**src/design/desw_pkg.sv**
```systemverilog
// ----------------------------------------------------------------------------
// desw_pkg: shared types and constants for the edge swap unit
// Node and count widths, mode codes, controller states, cell structs and a
// population count helper.
// ----------------------------------------------------------------------------
package desw_pkg;

   localparam int MAX_NODES = 32;
   localparam int NODE_W    = $clog2(MAX_NODES);
   localparam int CFG_W     = 6;
   localparam int RANK_W    = 10;
   localparam int CNT_W     = 11;
   localparam int POP_W     = $clog2(MAX_NODES + 1);
   localparam int LVL_W     = $clog2(NODE_W + 1);

   localparam logic [CFG_W-1:0] NODE_COUNT_RESET = CFG_W'(MAX_NODES);

   localparam logic [1:0] MODE_WRITE = 2'd0;
   localparam logic [1:0] MODE_READ  = 2'd1;
   localparam logic [1:0] MODE_SWAP  = 2'd2;

   typedef logic [MAX_NODES-1:0] row_type;

   typedef enum logic [1:0] {
      ST_IDLE,
      ST_SCAN,
      ST_CHECK,
      ST_FIND
   } state_type;

   // bit update for one cell: clear bits first, then set bits
   typedef struct packed {
      row_type clr;
      row_type set;
   } cell_wr_type;

   // what the active cell reports when a rank lands in its row
   typedef struct packed {
      logic              hit_first;
      logic              hit_second;
      logic [NODE_W-1:0] off_first;
      logic [NODE_W-1:0] off_second;
      row_type           row_first;
      row_type           row_second;
   } cell_hit_type;

   function automatic logic [POP_W-1:0] popcount(input row_type w);
      logic [POP_W-1:0] s;
      s = '0;
      for (int i = 0; i < MAX_NODES; i++) begin
         s = s + POP_W'(w[i]);
      end
      return s;
   endfunction

endpackage

```
**src/design/desw_select.sv**
```systemverilog
// ----------------------------------------------------------------------------
// desw_select: k-th set bit finder
// Binary search over halves of a row word, one level per cycle, giving the
// column of the set bit with the given rank inside the row.
// ----------------------------------------------------------------------------
module desw_select (
   input  logic                          clock,
   input  logic                          reset,
   input  logic                          start,
   input  desw_pkg::row_type             word,
   input  logic [desw_pkg::NODE_W-1:0]   rank,
   output logic                          done,
   output logic [desw_pkg::NODE_W-1:0]   col
);
   import desw_pkg::*;

   row_type            w_ff, w_in;
   logic [NODE_W-1:0]  k_ff, k_in;
   logic [NODE_W-1:0]  col_ff, col_in;
   logic [LVL_W-1:0]   lvl_ff, lvl_in;
   logic               run_ff, run_in;
   logic               done_ff, done_in;
   logic [NODE_W-1:0]  half;
   row_type            low_mask;
   logic [POP_W-1:0]   low_pop;
   logic               go_low;

   assign half     = NODE_W'((MAX_NODES / 2) >> lvl_ff);
   assign low_mask = ~({MAX_NODES{1'b1}} << half);
   assign low_pop  = popcount(w_ff & low_mask);
   assign go_low   = POP_W'(k_ff) < low_pop;

   always_comb begin
      w_in    = w_ff;
      k_in    = k_ff;
      col_in  = col_ff;
      lvl_in  = lvl_ff;
      run_in  = run_ff;
      done_in = 1'b0;
      if (start) begin
         w_in   = word;
         k_in   = rank;
         col_in = '0;
         lvl_in = '0;
         run_in = 1'b1;
      end else if (run_ff) begin
         if (go_low) begin
            w_in = w_ff & low_mask;
         end else begin
            w_in   = w_ff >> half;
            k_in   = k_ff - NODE_W'(low_pop);
            col_in = col_ff | half;
         end
         lvl_in = lvl_ff + 1'b1;
         if (lvl_ff == LVL_W'(NODE_W - 1)) begin
            run_in  = 1'b0;
            done_in = 1'b1;
         end
      end
   end

   always_ff @(posedge clock) begin
      if (reset) begin
         run_ff  <= 1'b0;
         done_ff <= 1'b0;
         lvl_ff  <= '0;
      end else begin
         run_ff  <= run_in;
         done_ff <= done_in;
         lvl_ff  <= lvl_in;
      end
   end

   always_ff @(posedge clock) begin
      w_ff   <= w_in;
      k_ff   <= k_in;
      col_ff <= col_in;
   end

   assign done = done_ff;
   assign col  = col_ff;

endmodule

```
**config.mk**
```make
export PLATFORM = sky130hd
export DESIGN_NAME = desw_select
export DESIGN_NICKNAME = d
export VERILOG_FILES = /design/src/design/desw_pkg.sv /design/src/design/desw_select.sv
export SDC_FILE = /design/constraint.sdc
export NUM_CORES = 1
export LEC_CHECK = 0
export CAP_MARGIN = 20
export CORE_MARGIN = 3
export CORE_UTILIZATION = 55
export DETAILED_ROUTE_END_ITERATION = 8
export DONT_BUFFER_PORTS = 1
export HOLD_SLACK_MARGIN = 0.15
export PLACE_DENSITY = 0.7
export RECOVER_POWER = 100
export SLEW_MARGIN = 25
export SYNTH_ARGS = -nofsm -noshare
export SYNTH_HDL_FRONTEND = slang
export SYNTH_SLANG_ARGS = --single-unit
```
**constraint.sdc**
```tcl
create_clock -name clock -period 14.8 [get_ports clock]
set_clock_uncertainty 0.15 [all_clocks]
set_input_delay 1.48 -clock clock [delete_from_list [all_inputs] [get_ports clock]]
set_output_delay 1.48 -clock clock [all_outputs]
set_load 0.01 [all_outputs]
```
Yosys cells after proc, flatten, opt, wreduce, memory -nomap -nowiden
Cells that the tools add are included.
{"block": "word_totals", "elab_cells": 65, "out_inout_bits": 6, "ff_bits": 47}
{"block": "classes", "n_bitwise": 5, "mux": 10, "n_reduce_logical": 5, "n_lt_le_gt_ge": 1, "n_eq_ne": 2, "shift": 3, "addsub": 33}
{"cell": "6-bit by 1-bit adder with 6-bit output", "count": 26}
{"cell": "32-bit two-way mux", "count": 3}
{"cell": "32-bit bitwise AND", "count": 1}
{"cell": "32-bit inverter", "count": 1}
{"cell": "32-bit by 5-bit left shift with 32-bit output, first input constant", "count": 1}
{"cell": "32-bit by 5-bit >> shifter with 32-bit output", "count": 1}
{"cell": "5-bit two-way mux", "count": 3}
{"cell": "5-bit by 1-bit adder with 6-bit output", "count": 1}
{"cell": "5-bit by 6-bit less-than comparator with 1-bit output", "count": 1}
{"cell": "4-bit by 1-bit adder with 5-bit output", "count": 1}
{"cell": "5-bit OR", "count": 1}
{"cell": "5-bit by 3-bit >> shifter with 5-bit output, first input constant", "count": 1}
{"cell": "5-bit subtractor", "count": 1}
{"cell": "3-bit by 1-bit adder with 4-bit output", "count": 1}
{"cell": "1-bit two-way mux", "count": 4}
{"cell": "2-bit AND reduction", "count": 2}
{"cell": "2-bit by 1-bit adder with 3-bit output", "count": 1}
{"cell": "3-bit by 1-bit adder with 3-bit output, second input constant", "count": 1}
{"cell": "3-bit == test, second input constant", "count": 1}
{"cell": "3-bit OR reduction", "count": 1}
{"cell": "1-bit by 1-bit adder with 2-bit output", "count": 1}
{"cell": "2-bit != test, second input constant", "count": 1}
{"cell": "1-bit inverter", "count": 2}
{"cell": "2-bit nonzero test", "count": 1}
{"cell": "2-bit OR reduction", "count": 1}

Logic depth before layout (Yosys ltp)
Gate-level depths: netlist of run 1.
{"block": "depth", "depth_word": 39, "ltp_mapped": 33, "depth_no_buf": 28}

Least setup slack after synthesis of run 1
No wires, ideal clock.
{"block": "synth_timing", "path_type": "register to register", "start": "register lvl_ff[2]", "end": "register w_ff[16] (data pin)", "synth_period_minus_slack_ps": 7961, "path_slack_ps": 6839, "n_path_buf": 6, "stages_incl_launch_ff": 30, "arrival_ps": 7541, "setup_ps": 270, "path_cell_list": "dfxtp_1 buf_6 buf_2 inv_1 buf_1 ha_1 buf_4 clkbuf_1 a21o_1 nand3_1 fa_1 fa_1 inv_1 fa_1 inv_1 fa_1 fa_1 fa_1 inv_1 ha_1 inv_1 fa_1 fa_1 a21o_1 a31o_2 o221ai_1 buf_2 nor2_1 a221oi_1 a21oi_1"}
{"block": "synth_via", "elab_chain_cells": 39, "word_cells_on_any_way": 40}
{"item": "start: declaration", "line_no": "desw_select.sv:20", "source": "logic [LVL_W-1:0] lvl_ff, lvl_in;"}
{"item": "start signal: assignment", "line_no": "desw_select.sv:70", "source": "lvl_ff <= lvl_in;"}
{"item": "5-bit by 3-bit >> shifter with 5-bit output (*)", "line_no": "desw_select.sv:28", "source": "assign half = NODE_W'((MAX_NODES / 2) >> lvl_ff);"}
{"item": "32-bit by 5-bit left shift with 32-bit output", "line_no": "desw_select.sv:29", "source": "assign low_mask = ~({MAX_NODES{1'b1}} << half);"}
{"item": "32-bit inverter", "line_no": "desw_select.sv:29"}
{"item": "32-bit bitwise AND", "line_no": "desw_select.sv:30, desw_select.sv:48"}
{"item": "1-bit by 1-bit adder with 2-bit output", "line_no": "desw_pkg.sv:51", "source": "s = s + POP_W'(w[i]);"}
{"item": "2-bit by 1-bit adder with 3-bit output", "line_no": "desw_pkg.sv:51"}
{"item": "3-bit by 1-bit adder with 4-bit output", "line_no": "desw_pkg.sv:51"}
{"item": "4-bit by 1-bit adder with 5-bit output", "line_no": "desw_pkg.sv:51"}
{"item": "5-bit by 1-bit adder with 6-bit output", "line_no": "desw_pkg.sv:51"}
{"item": "6-bit by 1-bit adder with 6-bit output (26 in series)", "line_no": "desw_pkg.sv:51"}
{"item": "5-bit by 6-bit less-than comparator with 1-bit output", "line_no": "desw_select.sv:31", "source": "assign go_low = POP_W'(k_ff) < low_pop;"}
{"item": "32-bit two-way mux (*)", "line_no": "desw_select.sv:47", "source": "if (go_low) begin"}
{"item": "32-bit two-way mux (*)", "line_no": "desw_select.sv:46", "source": "end else if (run_ff) begin"}
{"item": "32-bit two-way mux (*)", "line_no": "desw_select.sv:40", "source": "if (start) begin"}
{"item": "net w_in[16]", "line_no": "desw_select.sv:17", "source": "row_type w_ff, w_in;"}
{"item": "end signal: assignment", "line_no": "desw_select.sv:75", "source": "w_ff <= w_in;"}
{"item": "end: declaration", "line_no": "desw_select.sv:17"}
The timed path passes the listed nets; every way through them passes the cells marked *. The select of a mux whose other input is x is not followed.
A chain may end at the register's enable or synchronous reset.

Worst setup path after layout of run 1
{"block": "layout_timing", "start": "register lvl_ff[2]", "end": "register w_ff[1] (data pin)"}
Same word-level chain as after synthesis.

==> results of run 1 <==
[registers in the layout, indices dropped and copies added, names as in the netlist]
register / flops
run_ff: 1
done: 1
k_ff: 5
w_ff: 32
lvl_ff: 3
col: 5
[worst max-delay path: cells and delay by family, from the launching register on]
kind	cells	cell delay, ns
AO/OA/AOI/OAI	9	2.55
XOR/XNOR	1	0.14
adder cells (fa/ha/maj)	10	4.28
buffers and inverters	8	3.32
flip-flops	1	0.32
[layout by cell type, fill, tap and decap left out, types with 13 or more instances in the layout]
cell	Yosys	final
a21oi_1	35	35
a31oi_1	13	13
edfxtp_1	37	37
fa_1	24	24
ha_1	19	18
inv_1	39	39
mux2_2	19	19
mux2i_1	50	50
nand2_1	80	81
nand2b_1	14	14
nand3_1	17	17
nor2_1	50	50
nor2b_1	14	14
nor3_1	21	21
o21ai_0	31	31
[final timing paths]
| kind | start | end | slack [ns] | cells after the start |
|---|---|---|---|---|
| worst max-delay path | lvl_ff[2] | w_ff[1] | 3.74 | 28 |
| worst min-delay path | col[4] | col[4] | 0.41 | 2 |
| worst min register to register | col[4] | col[4] | 0.41 | 2 |
| worst max register to register | lvl_ff[2] | w_ff[1] | 3.74 | 28 |
[layout make-up]
class	instances	share of cell area, %
Timing Repair Buffer	9	1.04
Multi-Input combinational cell	530	69.1
Clock inverter	1	0.152
Tap cell	133	2.89
Clock buffer	7	1.50
Sequential cell	47	22.8
Inverter	39	2.54
[through the flow]
step,hold slack (ns),cells
global route,0.445,766
CTS,0.413,766
global placement,0.385,758
detailed placement,0.391,758
finish,0.407,766
floorplan,0.355,672
[metal layers]
metal / up-vias / part of all wire (%)
li1: 2368 / -
met1: 2602 / 40
met2: 382 / 44
met3: 72 / 13
met4: 0 / 4.1
met5: - / 0
[kinds of logic (layout without fill, tap and decap cells)]
logic type	after synthesis	count (layout)	share of synthesized area (%)
other	1	1	0.0654
AOI/OAI and AO/OA	169	169	20.0
buffers and inverters	95	56	7.70
xor gates and xnor gates	7	7	1.07
DFF	47	47	22.9
muxes	80	80	16.8
and+or+nand+nor	230	230	18.9
adders and majority gates	43	43	12.5
==> results.sh, run 1 <==
export IMPL_avgViaCountPerCell=7.08
export IMPL_arrival_ns=10.97
export IMPL_n_antenna_cell=0
export IMPL_crit_slowest_cell="clkbuf_1"
export IMPL_gr_total_overflow=0
export IMPL_ios=46
export IMPL_ys_seq_area_share_pct=22.9
export IMPL_ys_top_cells_by_count="nand2_1 (80), mux2i_1 (50), nor2_1 (50)"
export IMPL_cts_setup_buffers=0
export IMPL_met2_usage_pct=51.1
export IMPL_ys_types=68
export IMPL_synth_area_per_cell_sq_um=8.54
export IMPL_synth_seq_cells=47
export IMPL_gp_routability_congestion=0.999
export IMPL_netlist_area_sq_um=5740
export IMPL_clock_fmax_mhz=90.4
export IMPL_finalMaxSlewViolations=127
export IMPL_grt_busiest_layer="met2"
export IMPL_dpl_cell_area_sq_um=5690
export IMPL_track_usage_pct=34.4
export IMPL_die_area_sq_um=11700
export IMPL_post_route_util_pct=57.9
export IMPL_clock_path_buffers=2
export IMPL_die_x_um=108
export IMPL_yosys_warnings=0
export IMPL_cts_htree_levels=2
export IMPL_cp_common_cell="fa_1"
export IMPL_start_kind="flop"
export IMPL_tightest_slew_ns=2.52
export IMPL_yosysTopAreaCellShare_pct=19.4
export IMPL_hold_violations=0
export IMPL_core_area_sq_um=9950
export IMPL_fin_crit_sh_pct=74.7
export IMPL_synth_ff_type="edfxtp_1"
export IMPL_die_y_um=108
export IMPL_setup_tns_ns=0
export IMPL_grt_pass1_vias=5275
export IMPL_fin_area_sq_um=5760
export IMPL_synthCells=672
export IMPL_synth_async_reset_ratio_pct=0
export IMPL_yosysTopAreaCell="edfxtp_1"
export IMPL_violations="capacitance limit, slew limit"
export IMPL_ant_nets=0
export IMPL_synth_enable_flop_cells=37
export IMPL_vias=5424
export IMPL_yosys_top_cells_area="edfxtp_1 (19%), mux2i_1 (8.7%), fa_1 (8.4%), nand2_1 (5.2%), ha_1 (4.1%)"
export IMPL_clockRootBuffer="clkbuf_8"
export IMPL_multi_input_area_sq_um=3980
export IMPL_use_met1_pct=47.7
export IMPL_hold_buffers=0
export IMPL_grt_setup_unrepaired="false"
export IMPL_antenna_found_initial=0
export IMPL_ctsResizeCount=0
export IMPL_end_kind="flop"
export IMPL_cp_required_ns=14.71
export IMPL_synthMostInstantiatedCell="nand2_1"
export IMPL_grt_max_degree=90
export IMPL_cts_buffers=5
export IMPL_clkSinkCount=47
export IMPL_setup_violations=0
export IMPL_grt_pass1_wl_um=30600
export IMPL_status="finished with violations"
export IMPL_num_rows=36
export IMPL_slew_headroom_pct=-67.8
export IMPL_fillerInstances=904
export IMPL_syn_nets=755
export IMPL_fin_crit_ns=11.06
export IMPL_hold_class="reg2reg"
export IMPL_numPortBuffers=0
export IMPL_path_clk_slew_ns=0.09
export IMPL_maxCapViolCount=3
export IMPL_cts_tree="built"
export IMPL_fin_ws_ns=3.74
export IMPL_pre_cts_ws_ns=6.16
export IMPL_area_growth_pct=0.458
export IMPL_drive_gt1_share_pct=8.21
export IMPL_routedWlPerCell_um=25.3
export IMPL_slowest_delay_ns=1.77
export IMPL_hpwlAfterDp_um=13900
export IMPL_wl_um=19400
export IMPL_crit_fanout=54
export IMPL_start_util_pct=57.6
export IMPL_worst_setup_path_type="reg2reg"
export IMPL_drt_pass1_iterations=8
export IMPL_remaining_drc_errors=0
export IMPL_met3_usage_pct=10.1
export IMPL_regArea_sq_um=1310
export IMPL_clk_latency_ns=0.31
export IMPL_drt_iter0_drc=680
export IMPL_nets=715
Power of run 1 is left out: the tool's default activity adds up to more than one toggle a clock period on the data nets, which glitch-free logic cannot reach.
==> run 2: changes to the inputs <==
- PLACE_DENSITY: 0.7 -> 0.73
- clock period: 14.8 -> 9.6 ns (I/O delays scaled with it)
==> run 2 against run 1 <==
The run still ends with capacitance limit, slew limit left. Count of clock-buffer cells in the layout unchanged. Worst hold slack gained 0.00073 ns. Global-route usage increased by 0.81 points. Design area is 0.54% higher. Critical path depth unchanged. First-iteration DRC count is 19% higher. Flip-flop and latch count unchanged. Sequential share of layout area decreased by 0.12 points. Cell count grew 0.26%. Wire length increased by 2.5%. Critical endpoint is now w_ff[7]. Highest routed layer unchanged.
==> results.sh, run 2 (synthesized netlist as in run 1, its figures left out) <==
export IMPL_remaining_drc_errors=0
export IMPL_end_kind="flop"
export IMPL_cts_setup_buffers=0
export IMPL_setup_tns_ns=0
export IMPL_finalMaxSlewViolations=31
export IMPL_path_clk_slew_ns=0.10
export IMPL_wl_met2_um=8810
export IMPL_clock_path_buffers=2
export IMPL_core_area_sq_um=9950
export IMPL_crit_fanout=33
export IMPL_arrival_ns=8.56
export IMPL_slowest_delay_ns=0.69
export IMPL_cts_buffers=5
export IMPL_violations="capacitance limit, slew limit"
export IMPL_cts_tree="built"
export IMPL_grt_pass1_vias=5316
export IMPL_vias=5400
export IMPL_mostFrequentLayoutCells="nand2_1 (81), nor2_1 (50), mux2i_1 (50), inv_1 (39), edfxtp_1 (37)"
export IMPL_avgViaCountPerCell=7.03
export IMPL_start_util_pct=57.6
export IMPL_maxCapViolCount=1
export IMPL_track_usage_pct=35.2
export IMPL_post_route_util_pct=58.2
export IMPL_ios=46
export IMPL_hpwlAfterDp_um=14600
export IMPL_setup_violations=0
export IMPL_gr_total_overflow=0
export IMPL_status="finished with violations"
export IMPL_start_kind="flop"
export IMPL_die_y_um=108
export IMPL_largest_reg_flops=32
export IMPL_hold_class="reg2reg"
export IMPL_die_x_um=108
export IMPL_crit_slowest_cell="o221a_2"
export IMPL_rr_endpoint="w_ff[7]"
export IMPL_clockRootBuffer="clkbuf_8"
export IMPL_worstRegToRegCells=28
export IMPL_hold_violations=0
export IMPL_ctsResizeCount=0
export IMPL_antenna_found_initial=0
export IMPL_grt_pass1_wl_um=31200
export IMPL_hold_path_end="col[0]"
export IMPL_drive_gt1_share_pct=9.29
export IMPL_cp_required_ns=9.53
export IMPL_grt_max_degree=90
export IMPL_clk_latency_ns=0.33
export IMPL_gp_routability_congestion=1.01
export IMPL_slew_headroom_pct=-62.2
export IMPL_worst_setup_path_type="reg2reg"
export IMPL_tightest_slew_ns=2.43
export IMPL_worstHoldPathCells=2
export IMPL_die_area_sq_um=11700
export IMPL_cts_htree_levels=2
export IMPL_highest_layer="met4"
export IMPL_rr_startpoint="lvl_ff[0]"
export IMPL_cp_common_cell="fa_1"
export IMPL_fin_crit_ns=8.63
export IMPL_drt_pass1_iterations=5
export IMPL_final_common_cell="nand2_1"
export IMPL_n_antenna_cell=0
export IMPL_fin_crit_sh_pct=89.9
export IMPL_routedWlPerCell_um=25.9
export IMPL_largest_register="w_ff"
export IMPL_numPortBuffers=0
export IMPL_met3_length_um=2170
export IMPL_drt_iter0_drc=810
export IMPL_min_from="col[0]"
export IMPL_grt_setup_unrepaired="false"
export IMPL_wl_um=19900
export IMPL_wl_met1_um=8080
export IMPL_clock_fmax_mhz=116
export IMPL_clkSinkCount=47
export IMPL_area_growth_pct=1.00
export IMPL_num_rows=36
export IMPL_r2r_slack_ns=0.97
export IMPL_holdWs_ns=0.408
export IMPL_nets=717
export IMPL_hold_buffers=0
export IMPL_ant_nets=0
[run 2: cell count changes in the layout (fill, tap and decap cells not counted), sizes merged]
| cell | change |
|---|---|
| buf | +4 |
| clkbuf | -2 |
[run 2: cell type report]
cell class	instances	area (sq um)
Clock inverter	1	8.76
Inverter	39	146
Clock buffer	7	86.3
Multi-Input combinational cell	530	3990
Tap cell	133	166
Sequential cell	47	1310
Timing Repair Buffer	11	82.6
Fill cell	916	4160
[run 2: worst max-delay path by stage]
stage | endpoint | startpoint
finish | w_ff[7] | lvl_ff[0]
global route | w_ff[7] | lvl_ff[0]
CTS | w_ff[1] | lvl_ff[0]
detailed placement | w_ff[7] | lvl_ff[1]
global placement | w_ff[1] | lvl_ff[0]
floorplan | w_ff[16] | lvl_ff[2]
[run 2: worst max-delay path, delay by kind of cell, from the launching register on]
family	cells	cell delay, ns
adders and majority gates	10	4.14
buffers and inverters	5	0.58
xor gates and xnor gates	1	0.13
DFF	1	0.41
AOI/OAI and AO/OA	8	1.47
and+or+nand+nor	4	1.47
[run 2: through the flow]
| stage | cells | instance area [sq um] | setup slack (ns) |
|---|---|---|---|
| after floorplan | 672 | 5740 | 1.64 |
| after global placement | 760 | 5700 | 1.22 |
| after detailed placement | 760 | 5700 | 1.09 |
| after CTS | 768 | 5800 | 1.06 |
| after global routing | 768 | 5790 | 0.504 |
| final | 768 | 5790 | 0.971 |
[run 2: routing by layer]
layer / up-vias / GRT usage (%)
met5: - / 0
met2: 371 / 52.6
met1: 2598 / 50.3
li1: 2369 / -
met4: 0 / 14.2
met3: 62 / 6.81
Power of run 2 is left out for the same reason.
