File: src/design/desw_pkg.sv
// ----------------------------------------------------------------------------
// desw_pkg: shared types and constants for the edge swap unit
// Node and count widths, mode codes, controller states, cell structs and a
// population count helper.
// ----------------------------------------------------------------------------
package desw_pkg;

   localparam int MAX_NODES = 32;
   localparam int NODE_W    = $clog2(MAX_NODES);
   localparam int CFG_W     = 6;
   localparam int RANK_W    = 10;
   localparam int CNT_W     = 11;
   localparam int POP_W     = $clog2(MAX_NODES + 1);
   localparam int LVL_W     = $clog2(NODE_W + 1);

   localparam logic [CFG_W-1:0] NODE_COUNT_RESET = CFG_W'(MAX_NODES);

   localparam logic [1:0] MODE_WRITE = 2'd0;
   localparam logic [1:0] MODE_READ  = 2'd1;
   localparam logic [1:0] MODE_SWAP  = 2'd2;

   typedef logic [MAX_NODES-1:0] row_type;

   typedef enum logic [1:0] {
      ST_IDLE,
      ST_SCAN,
      ST_CHECK,
      ST_FIND
   } state_type;

   // bit update for one cell: clear bits first, then set bits
   typedef struct packed {
      row_type clr;
      row_type set;
   } cell_wr_type;

   // what the active cell reports when a rank lands in its row
   typedef struct packed {
      logic              hit_first;
      logic              hit_second;
      logic [NODE_W-1:0] off_first;
      logic [NODE_W-1:0] off_second;
      row_type           row_first;
      row_type           row_second;
   } cell_hit_type;

   function automatic logic [POP_W-1:0] popcount(input row_type w);
      logic [POP_W-1:0] s;
      s = '0;
      for (int i = 0; i < MAX_NODES; i++) begin
         s = s + POP_W'(w[i]);
      end
      return s;
   endfunction

endpackage

File: src/design/desw_cell.sv
// ----------------------------------------------------------------------------
// desw_cell: one adjacency row of the chain
// Holds one row, applies bit updates, and while the scan token passes adds
// its masked edge count to the running prefix handed to the next cell.
// ----------------------------------------------------------------------------
module desw_cell (
   input  logic                          clock,
   input  logic                          reset,
   input  logic                          row_live,
   input  desw_pkg::row_type             col_mask,
   input  desw_pkg::cell_wr_type         wr,
   input  logic [desw_pkg::RANK_W-1:0]   rank_first,
   input  logic [desw_pkg::RANK_W-1:0]   rank_second,
   input  logic                          token_in,
   input  logic [desw_pkg::CNT_W-1:0]    prefix_in,
   output logic                          token_out,
   output logic [desw_pkg::CNT_W-1:0]    prefix_out,
   output desw_pkg::row_type             row_out,
   output desw_pkg::cell_hit_type        hit
);
   import desw_pkg::*;

   row_type           row_ff, row_in;
   logic              token_ff;
   logic [CNT_W-1:0]  prefix_ff, prefix_in_nx;
   row_type           masked;
   logic [POP_W-1:0]  pop;
   logic [CNT_W-1:0]  upper;
   logic [CNT_W-1:0]  rk1, rk2;
   logic [CNT_W-1:0]  diff1, diff2;
   logic              in1, in2;

   assign row_in       = (row_ff & ~wr.clr) | wr.set;
   assign masked       = row_live ? (row_ff & col_mask) : '0;
   assign pop          = popcount(masked);
   assign upper        = prefix_in + CNT_W'(pop);
   assign prefix_in_nx = upper;

   assign rk1   = CNT_W'(rank_first);
   assign rk2   = CNT_W'(rank_second);
   assign diff1 = rk1 - prefix_in;
   assign diff2 = rk2 - prefix_in;
   assign in1   = token_in && (rk1 >= prefix_in) && (rk1 < upper);
   assign in2   = token_in && (rk2 >= prefix_in) && (rk2 < upper);

   always_comb begin
      hit.hit_first  = in1;
      hit.hit_second = in2;
      hit.off_first  = in1 ? diff1[NODE_W-1:0] : '0;
      hit.off_second = in2 ? diff2[NODE_W-1:0] : '0;
      hit.row_first  = in1 ? masked : '0;
      hit.row_second = in2 ? masked : '0;
   end

   always_ff @(posedge clock) begin
      if (reset) begin
         row_ff   <= '0;
         token_ff <= 1'b0;
      end else begin
         row_ff   <= row_in;
         token_ff <= token_in;
      end
   end

   always_ff @(posedge clock) begin
      prefix_ff <= prefix_in_nx;
   end

   assign token_out  = token_ff;
   assign prefix_out = prefix_ff;
   assign row_out    = row_ff;

endmodule

File: config.mk
export PLATFORM = sky130hd
export DESIGN_NAME = desw_cell
export DESIGN_NICKNAME = d
export VERILOG_FILES = /design/src/design/desw_pkg.sv /design/src/design/desw_cell.sv
export SDC_FILE = /design/constraint.sdc
export NUM_CORES = 1
export LEC_CHECK = 0
export BUFFER_PORTS_ARGS = -buffer_cell sky130_fd_sc_hd__buf_2
export CAP_MARGIN = 20
export CORE_UTILIZATION = 42
export CTS_BUF_LIST = sky130_fd_sc_hd__clkbuf_4
export DETAILED_ROUTE_END_ITERATION = 10
export GPL_TIMING_DRIVEN = 0
export PLACE_DENSITY = 0.86
export SLEW_MARGIN = 20
export SYNTH_ARGS = -nofsm -noshare
export SYNTH_HDL_FRONTEND = slang
export SYNTH_SLANG_ARGS = --single-unit
File: constraint.sdc
create_clock -name clock -period 7.1 [get_ports clock]
set_input_delay 0 -clock clock [delete_from_list [all_inputs] [get_ports clock]]
set_output_delay 0 -clock clock [all_outputs]
set_load 0.005 [all_outputs]
# After elaboration in Yosys (flattened, before gate mapping)
# Index checks and enable logic that the tools add are counted.
dict set report word_totals {
  ff_bits 44
  latchBits 0
  ramBits 0
  mem_bits_ro 0
  in_bits 131
  elab_cells 54
  mem_count 0
}
dict set report op_classes {
  n_addsub 34
  mul 0
  div_mod_pow 0
  order_cmp 4
  n_eq_ne 0
  n_shift 0
  mux 5
  bitwise_logic 4
  reduce_logical 4
}
# cell count
set op_table {}
lappend op_table {{$add A6 B1 Y6} 26}
lappend op_table {{$mux W32} 3}
lappend op_table {{$and A32 B32 Y32} 2}
lappend op_table {{$not A32 Y32} 1}
lappend op_table {{$or A32 B32 Y32} 1}
lappend op_table {{$ge A10 B11 Y1} 2}
lappend op_table {{$lt A10 B11 Y1} 2}
lappend op_table {{$add A11 B6 Y11} 1}
lappend op_table {{$mux W5} 2}
lappend op_table {{$sub A5 B5 Y5} 2}
lappend op_table {{$add A5 B1 Y6} 1}
lappend op_table {{$add A4 B1 Y5} 1}
lappend op_table {{$add A3 B1 Y4} 1}
lappend op_table {{$logic_and A1 B1 Y1} 4}
lappend op_table {{$add A2 B1 Y3} 1}
lappend op_table {{$add A1 B1 Y2} 1}

# Depth between registers and ports, before layout
# Gate-level depths: netlist of run 1.
dict set report depth {
  word_depth 37
  depth_mapped 29
}

# Worst setup path after synthesis of run 1
# OpenSTA, ideal clock, no wires.
dict set report synth_path {
  path_kind {reg-to-output}
  startpoint {register row_ff[0], in the netlist row_out[0]}
  endpoint {output hit[75] (netlist name)}
  arrival_time_ps 7040
  required_ps 7100
  slack_ps 60
  stages_incl_launch_ff 28
  path_buffers 2
  cell_sequence {dfxtp_1 > nand3_1 > inv_1 > fa_1 > inv_1 > fa_1 > fa_1 > fa_1 > fa_1 > inv_1 > fa_1 > fa_1 > fa_1 > a21o_1 > a22o_1 > nor2_1 > xnor2_1 > inv_1 > ha_1 > a31o_2 > a21oi_1 > nor2b_1 > a21oi_1 > o311ai_2 > nand2_4 > buf_6 > inv_2 > buf_4}
}
dict set report synth_via {
  elab_chain_cells 36
}
# element line
set synth_lines {}
lappend synth_lines {{start, declared} desw_cell.sv:23} ;# row_type row_ff, row_in;
lappend synth_lines {{start signal, assigned} desw_cell.sv:60} ;# row_ff <= row_in;
lappend synth_lines {{$and A32 B32 Y32} desw_cell.sv:34} ;# assign masked = row_live ? (row_ff & col_mask) : '0;
lappend synth_lines {{$mux W32} desw_cell.sv:34}
lappend synth_lines {{$add A1 B1 Y2} desw_pkg.sv:51} ;# s = s + POP_W'(w[i]);
lappend synth_lines {{$add A2 B1 Y3} desw_pkg.sv:51}
lappend synth_lines {{$add A3 B1 Y4} desw_pkg.sv:51}
lappend synth_lines {{$add A4 B1 Y5} desw_pkg.sv:51}
lappend synth_lines {{$add A5 B1 Y6} desw_pkg.sv:51}
lappend synth_lines {{$add A6 B1 Y6 (26 in a row)} desw_pkg.sv:51}
lappend synth_lines {{$add A11 B6 Y11} desw_cell.sv:36} ;# assign upper = prefix_in + CNT_W'(pop);
lappend synth_lines {{named net prefix_in_nx[6]} desw_cell.sv:25} ;# logic [CNT_W-1:0] prefix_ff, prefix_in_nx;
lappend synth_lines {{$lt A10 B11 Y1} desw_cell.sv:43} ;# assign in1 = token_in && (rk1 >= prefix_in) && (rk1 < upper);
lappend synth_lines {{$logic_and A1 B1 Y1} desw_cell.sv:43}
lappend synth_lines {{end, declared} desw_cell.sv:19} ;# output desw_pkg::cell_hit_type hit
# The timed path passes the listed nets, and every way through them passes these cells.

==> results.sh, run 1 <==
export IMPL_yosys_warnings=0
export IMPL_dp_hpwl_mm=12.45
export IMPL_status="finished, violations left"
export IMPL_synth_nets=737
export IMPL_fin_ws_ns=-0.5330
export IMPL_syn_to_final_growth_pct=73.96
export IMPL_setup_violations=76
export IMPL_clock_sinks=44
export IMPL_ir_drop_mv=0.1310
export IMPL_routed_wl_mm=20.03
export IMPL_start_util=0.4398
export IMPL_yosys_top_cells_count="inv_1, nor2_1, ha_1"
export IMPL_rsz0062_at_grt="yes"
export IMPL_tns_ns=-28.68
export IMPL_period_minus_slack_ns=7.633
export IMPL_ys_types=56
export IMPL_power_leakage_nw=4.043
export IMPL_drt_pass1_iterations=5
export IMPL_postLayoutCellArea_um2=7581
export IMPL_final_antenna_net_count=0
export IMPL_synth_top_area_frac=0.2021
export IMPL_clkTransAtPathRegs_ns=0.17
export IMPL_ys_flop_type="dfxtp_1"
export IMPL_clk_path_buf_depth=2
export IMPL_layout_drive_gt1_share=0.4843
export IMPL_reg2reg_slack_ns=1.16
export IMPL_violations="negative setup slack"
export IMPL_grtUsageMet2=0.6238
export IMPL_cts_buffers=5
export IMPL_synth_area_top_cells="dfxtp_1, ha_1, fa_1, inv_1, nor2_1"
export IMPL_crit_type="flip-flop to output port"
export IMPL_hold_depth=5
export IMPL_diodes=0
export IMPL_maxSlewHeadroom=0.09786
export IMPL_core_area_um2=9910
export IMPL_worstPathArrival_ns=7.63
export IMPL_grt_max_degree=16
export IMPL_fin_hold_ws_ns=0.05156
export IMPL_grt_util_met3=0.05263
export IMPL_worst_pin_slew_ns=1.353
export IMPL_final_cells=1027
export IMPL_dpl_worst_slack_ns=-1.131
export IMPL_syn_area_um2=4358
export IMPL_clockRootBuffer="clkbuf_4"
export IMPL_yosysTopAreaCell="dfxtp_1"
export IMPL_clock_latency_ns=0.38
export IMPL_synth_most_common_cell="inv_1"
export IMPL_crit_fanout=9
export IMPL_portBuffers=249
export IMPL_final_hold_viol_count=0
export IMPL_overflow=0
export IMPL_grtUsageMet1=0.4031
export IMPL_avgViaCountPerCell=5.496
export IMPL_cts_tree="done"
export IMPL_htree_levels=2
export IMPL_nFillCells=614
export IMPL_globalplace_congestion=0.9288
export IMPL_start_kind="flip-flop"
export IMPL_dieArea_um2=10790
export IMPL_syn_inst=531
export IMPL_drcViolationCount=0
export IMPL_die_h_um=103.9
export IMPL_track_usage=0.3517
export IMPL_grt_pass1_wl_mm=29.64
export IMPL_ys_async_sr_fraction=0
export IMPL_ys_seq_elements=44
export IMPL_synth_edf_count=0
export IMPL_p_per_area_nw_per_um2=167.6
export IMPL_busiest_layer="met2"
export IMPL_place_inst=913
export IMPL_avgSynthCellArea_um2=8.207
export IMPL_fmax_mhz=131.0
export IMPL_die_w_um=103.9
export IMPL_core_rowCount=36
export IMPL_grt_pass1_vias=5888
export IMPL_fin_skew_ns=0.01374
export IMPL_worstPathRequired_ns=7.10
export IMPL_period_share=1.075
export IMPL_hp_class="primary input to flip-flop"
export IMPL_via_count=5644
export IMPL_maxCapViolations=0
export IMPL_cp_end_kind="output port"
export IMPL_final_nets=1099
export IMPL_wl_per_cell_um=19.50
export IMPL_r2r_cells=15
export IMPL_antenna_found_initial=0
export IMPL_ys_seq_area_frac=0.2021
export IMPL_ios=251
export IMPL_dpl_instance_area_um2=5771
export IMPL_drtIter0Drc=444
export IMPL_report_final_slew_viol_count=0
==> power breakdown <==
part           switching (mW)  leakage (nW)  internal [mW]
Clock                   0.107        0.0418         0.0754
Combinational           0.423          3.63          0.363
Sequential             0.0199         0.373          0.281
Total                   0.551          4.04          0.720
==> final cells by class <==
class / count / area, um2 / share of cell area
multi-input combinational: 372 / 3597 / 0.4745
timing repair buffer: 358 / 2337 / 0.3083
sequential: 44 / 905.9 / 0.1195
inverter: 94 / 352.8 / 0.04654
tap: 133 / 166.4 / 0.02195
buffer: 18 / 137.6 / 0.01815
clock inverter: 3 / 46.29 / 0.006107
clock buffer: 5 / 37.54 / 0.004951
==> cells in the final DEF, fill, tap and decap left out, types with 14 or more instances in the layout <==
cell type	instances
buf_2	249
inv_1	90
dlygate4sd3_1	69
nor2_1	54
ha_1	43
a21oi_1	40
dfxtp_1	30
buf_4	26
fa_1	25
nand3_1	23
nor3_4	23
a21o_1	14
nor3_2	14
==> layer usage <==
layer  vias to the layer above  routed length [um]
met5                         -                   0
met1                      2639                7418
met2                       373               10090
met4                         0                1027
met3                       103                1490
li1                       2529                   -
==> worst max-delay path, stage by stage, from the launching register on <==
cell and delay [ns]:
dfxtp_2 0.41, nand3_4 0.10, fa_1 0.55, fa_1 0.54, fa_1 0.55, fa_1 0.54
fa_1 0.55, inv_1 0.07, fa_1 0.46, fa_2 0.39, fa_2 0.41, a21o_1 0.20
a22o_1 0.24, nor2_2 0.14, xnor2_2 0.14, inv_2 0.08, ha_4 0.23, a31o_4 0.22
a21oi_4 0.17, nor2b_4 0.18, a21oi_2 0.07, o311ai_4 0.31, nand2_4 0.22, buf_6 0.20
nor2_2 0.11, buf_2 0.16
==> path summary, 6_finish.rpt <==
path	end	from
hold / removal	prefix_out[9]	prefix_in[9]
setup / recovery	hit[33]	row_out[16]
hold reg to reg	prefix_out[0]	row_out[3]
setup reg to reg	prefix_out[8]	row_out[16]
==> metrics by stage <==
stage	power, mW	utilization
after floorplan	0.6727	-
after global placement	0.8510	0.5823
after detailed placement	0.8749	0.5823
after CTS	1.203	0.7357
after global routing	1.349	0.7650
final	1.271	0.7650
==> state kept, by name (all words and copies together), names as in the netlist <==
signal,cells
row_out,32
prefix_out,11
token_out,1
==> repair_timing <==
action	4_1_cts	5_1_grt
buffers inserted	29	8
hold endpoints to repair	34	0
pin swaps	47	16
gates resized for setup	100	63
gates cloned	6	1
setup endpoints to repair	76	76
hold buffers	69	0
==> cell families (layout without fill, tap and decap cells) <==
family          Yosys count  in the layout  synth area share
compound gates           98             98            0.1593
buf+inv                 115            478            0.1117
simple gates            187            187            0.2392
xor+xnor                 12             12           0.02412
flops                    44             44            0.2021
fa+ha+maj                75             75            0.2636
Note: power is estimated with default switching activity, not from simulation.
==> inputs of run 2 (changes only) <==
- CORE_UTILIZATION: 42 -> 40
- HOLD_SLACK_MARGIN: not set -> 0.08
- PLACE_DENSITY: 0.86 -> 0.83
==> run 2 against run 1 <==
Against the previous run:
- the flow still finishes with violations (negative setup slack)
- design area up 3.6%
- critical endpoint is now hit[34]
- utilization shrank 1.4 points
- total power up 6.1%
- cell count rose by 0.97%
- highest routed layer unchanged
- maximum frequency about the same
- register-to-register slack lost 0.19 ns
- sequential power hardly changed
- largest power group unchanged
==> results.sh, run 2 (synthesis gave the netlist of run 1 again) <==
export IMPL_fmax_mhz=130.9
export IMPL_drtIter0Drc=497
export IMPL_report_final_slew_viol_count=0
export IMPL_ir_drop_mv=0.1153
export IMPL_timing_critical_path_mode_cell="fa_1"
export IMPL_start_util=0.4165
export IMPL_fin_hold_ws_ns=0.1335
export IMPL_track_usage=0.3456
export IMPL_setup_violations=76
export IMPL_period_minus_slack_ns=7.640
export IMPL_final_hold_viol_count=0
export IMPL_via_count=5834
export IMPL_clockRootBuffer="clkbuf_4"
export IMPL_cts_tree="done"
export IMPL_status="finished, violations left"
export IMPL_clk_path_buf_depth=2
export IMPL_grt_pass1_vias=5877
export IMPL_portBuffers=249
export IMPL_maxCapViolations=0
export IMPL_ff_latch_area_um2=909.6
export IMPL_slowest_stage="fa_1"
export IMPL_slowest_delay_ns=0.63
export IMPL_worstPathArrival_ns=7.64
export IMPL_clock_latency_ns=0.41
export IMPL_rsz0062_at_grt="yes"
export IMPL_violations="negative setup slack"
export IMPL_grt_pass1_wl_mm=30.02
export IMPL_core_area_um2=10460
export IMPL_crit_type="flip-flop to output port"
export IMPL_crit_fanout=7
export IMPL_fin_ws_ns=-0.5403
export IMPL_p_per_area_nw_per_um2=171.7
export IMPL_power_mw=1.349
export IMPL_cp_end_kind="output port"
export IMPL_die_w_um=106.4
export IMPL_clkTransAtPathRegs_ns=0.19
export IMPL_hp_class="primary input to flip-flop"
export IMPL_place_inst=916
export IMPL_syn_to_final_growth_pct=80.28
export IMPL_dpl_instance_area_um2=5774
export IMPL_final_cell_mix="buf_2, inv_1, dlygate4sd3_1"
export IMPL_core_rowCount=37
export IMPL_grt_max_degree=16
export IMPL_overflow=0
export IMPL_crit_chain="nand3_4 -> fa_1 -> fa_1 -> fa_1 -> fa_1 -> fa_1 -> inv_2 -> fa_1 -> fa_2 -> a21o_1 -> a221oi_4 -> o21bai_1 -> a21oi_2 -> xnor2_2 -> ha_1 -> o2111ai_4 -> nor2_2 -> o221ai_4 -> a21oi_2 -> o311ai_4 -> nand2_4 -> buf_6 -> nor2_2 -> buf_2"
export IMPL_multiInputGateArea_um2=3777
export IMPL_routed_wl_mm=21.69
export IMPL_dp_hpwl_mm=12.29
export IMPL_layout_drive_gt1_share=0.5022
export IMPL_drt_pass1_iterations=5
export IMPL_largest_reg_flops=32
export IMPL_die_h_um=106.4
export IMPL_cts_buffers=5
export IMPL_antenna_found_initial=3
export IMPL_maxSlewHeadroom=0.2157
export IMPL_worst_pin_slew_ns=1.176
export IMPL_start_kind="flip-flop"
export IMPL_final_antenna_net_count=0
export IMPL_final_cells=1037
export IMPL_drcViolationCount=0
export IMPL_avgViaCountPerCell=5.626
export IMPL_wl_per_cell_um=20.92
export IMPL_fin_skew_ns=0.02879
export IMPL_power_leakage_nw=4.077
export IMPL_ios=251
export IMPL_final_common_cell="buf_2"
export IMPL_final_nets=1103
export IMPL_clock_sinks=44
export IMPL_worstPathRequired_ns=7.10
export IMPL_globalplace_congestion=0.9164
export IMPL_dieArea_um2=11320
export IMPL_postLayoutCellArea_um2=7856
export IMPL_nFillCells=665
export IMPL_htree_levels=2
export IMPL_period_share=1.076
==> run 2: cell types whose count changed in the layout (fill, tap and decap cells not counted), sizes merged <==
cell / change
diode: +3
clkinv: +2
buf: +1
clkbuf: +1
clkinvlp: -1
dlygate4sd3: +1
inv: -1
nand2: +1
==> run 2: power by group <==
group          internal, mW  switching, mW
clock network        0.0756          0.111
registers             0.281         0.0211
logic                 0.391          0.469
total                 0.748          0.601
==> run 2: cell type report <==
class	instances	share of cell area
antenna	3	0.0009556
sequential	44	0.1158
tap	136	0.02166
multi-input combinational	373	0.4808
inverter	94	0.04491
buffer	20	0.02102
clock buffer	5	0.004778
timing repair buffer	359	0.3040
clock inverter	3	0.006052
==> run 2: timing repair <==
item                                    4_1_cts  5_1_grt
endpoints found under the setup margin       76       76
gates resized for setup                     115       82
pin swaps                                    46       33
hold buffers                                 70        0
endpoints found under the hold margin        35        0
setup buffers                                22       11
cloned                                        7        1
==> run 2: stage by stage <==
stage / util / setup WS, ns / setup TNS (ns)
global placement: 0.5519 / -1.076 / -62.69
global route: 0.7509 / -0.7009 / -45.93
CTS: 0.7025 / -0.3125 / -18.77
finish: 0.7509 / -0.5403 / -30.96
detailed placement: 0.5519 / -1.085 / -63.08
floorplan: - / 0.05957 / 0
==> run 2: per-layer routing <==
layer / wire length (um) / part of all wire / vias to the layer above / track usage
li1: - / - / 2516 / -
met1: 7489 / 0.35 / 2728 / 0.3836
met2: 10700 / 0.49 / 430 / 0.5955
met3: 1818 / 0.084 / 160 / 0.07112
met4: 1690 / 0.078 / 0 / 0.2282
met5: 0 / 0 / - / 0
==> run 2: worst paths after layout <==
| path | start | to | slack, ns | cells after the start |
|---|---|---|---|---|
| setup / recovery | row_out[12] | hit[34] | -0.54 | 24 |
| hold / removal | prefix_in[7] | prefix_out[8] | 0.13 | 5 |
| setup reg to reg | row_out[12] | prefix_out[10] | 0.97 | 17 |
| hold reg to reg | row_out[1] | prefix_out[0] | 1.07 | 3 |
==> run 2: worst max-delay path: cells and delay by family (launching register included) <==
| family | cells | cell delay (ns) |
|---|---|---|
| flops | 1 | 0.41 |
| fa+ha+maj | 8 | 3.96 |
| compound gates | 8 | 1.73 |
| buf+inv | 3 | 0.42 |
| xor+xnor | 1 | 0.12 |
| simple gates | 4 | 0.57 |
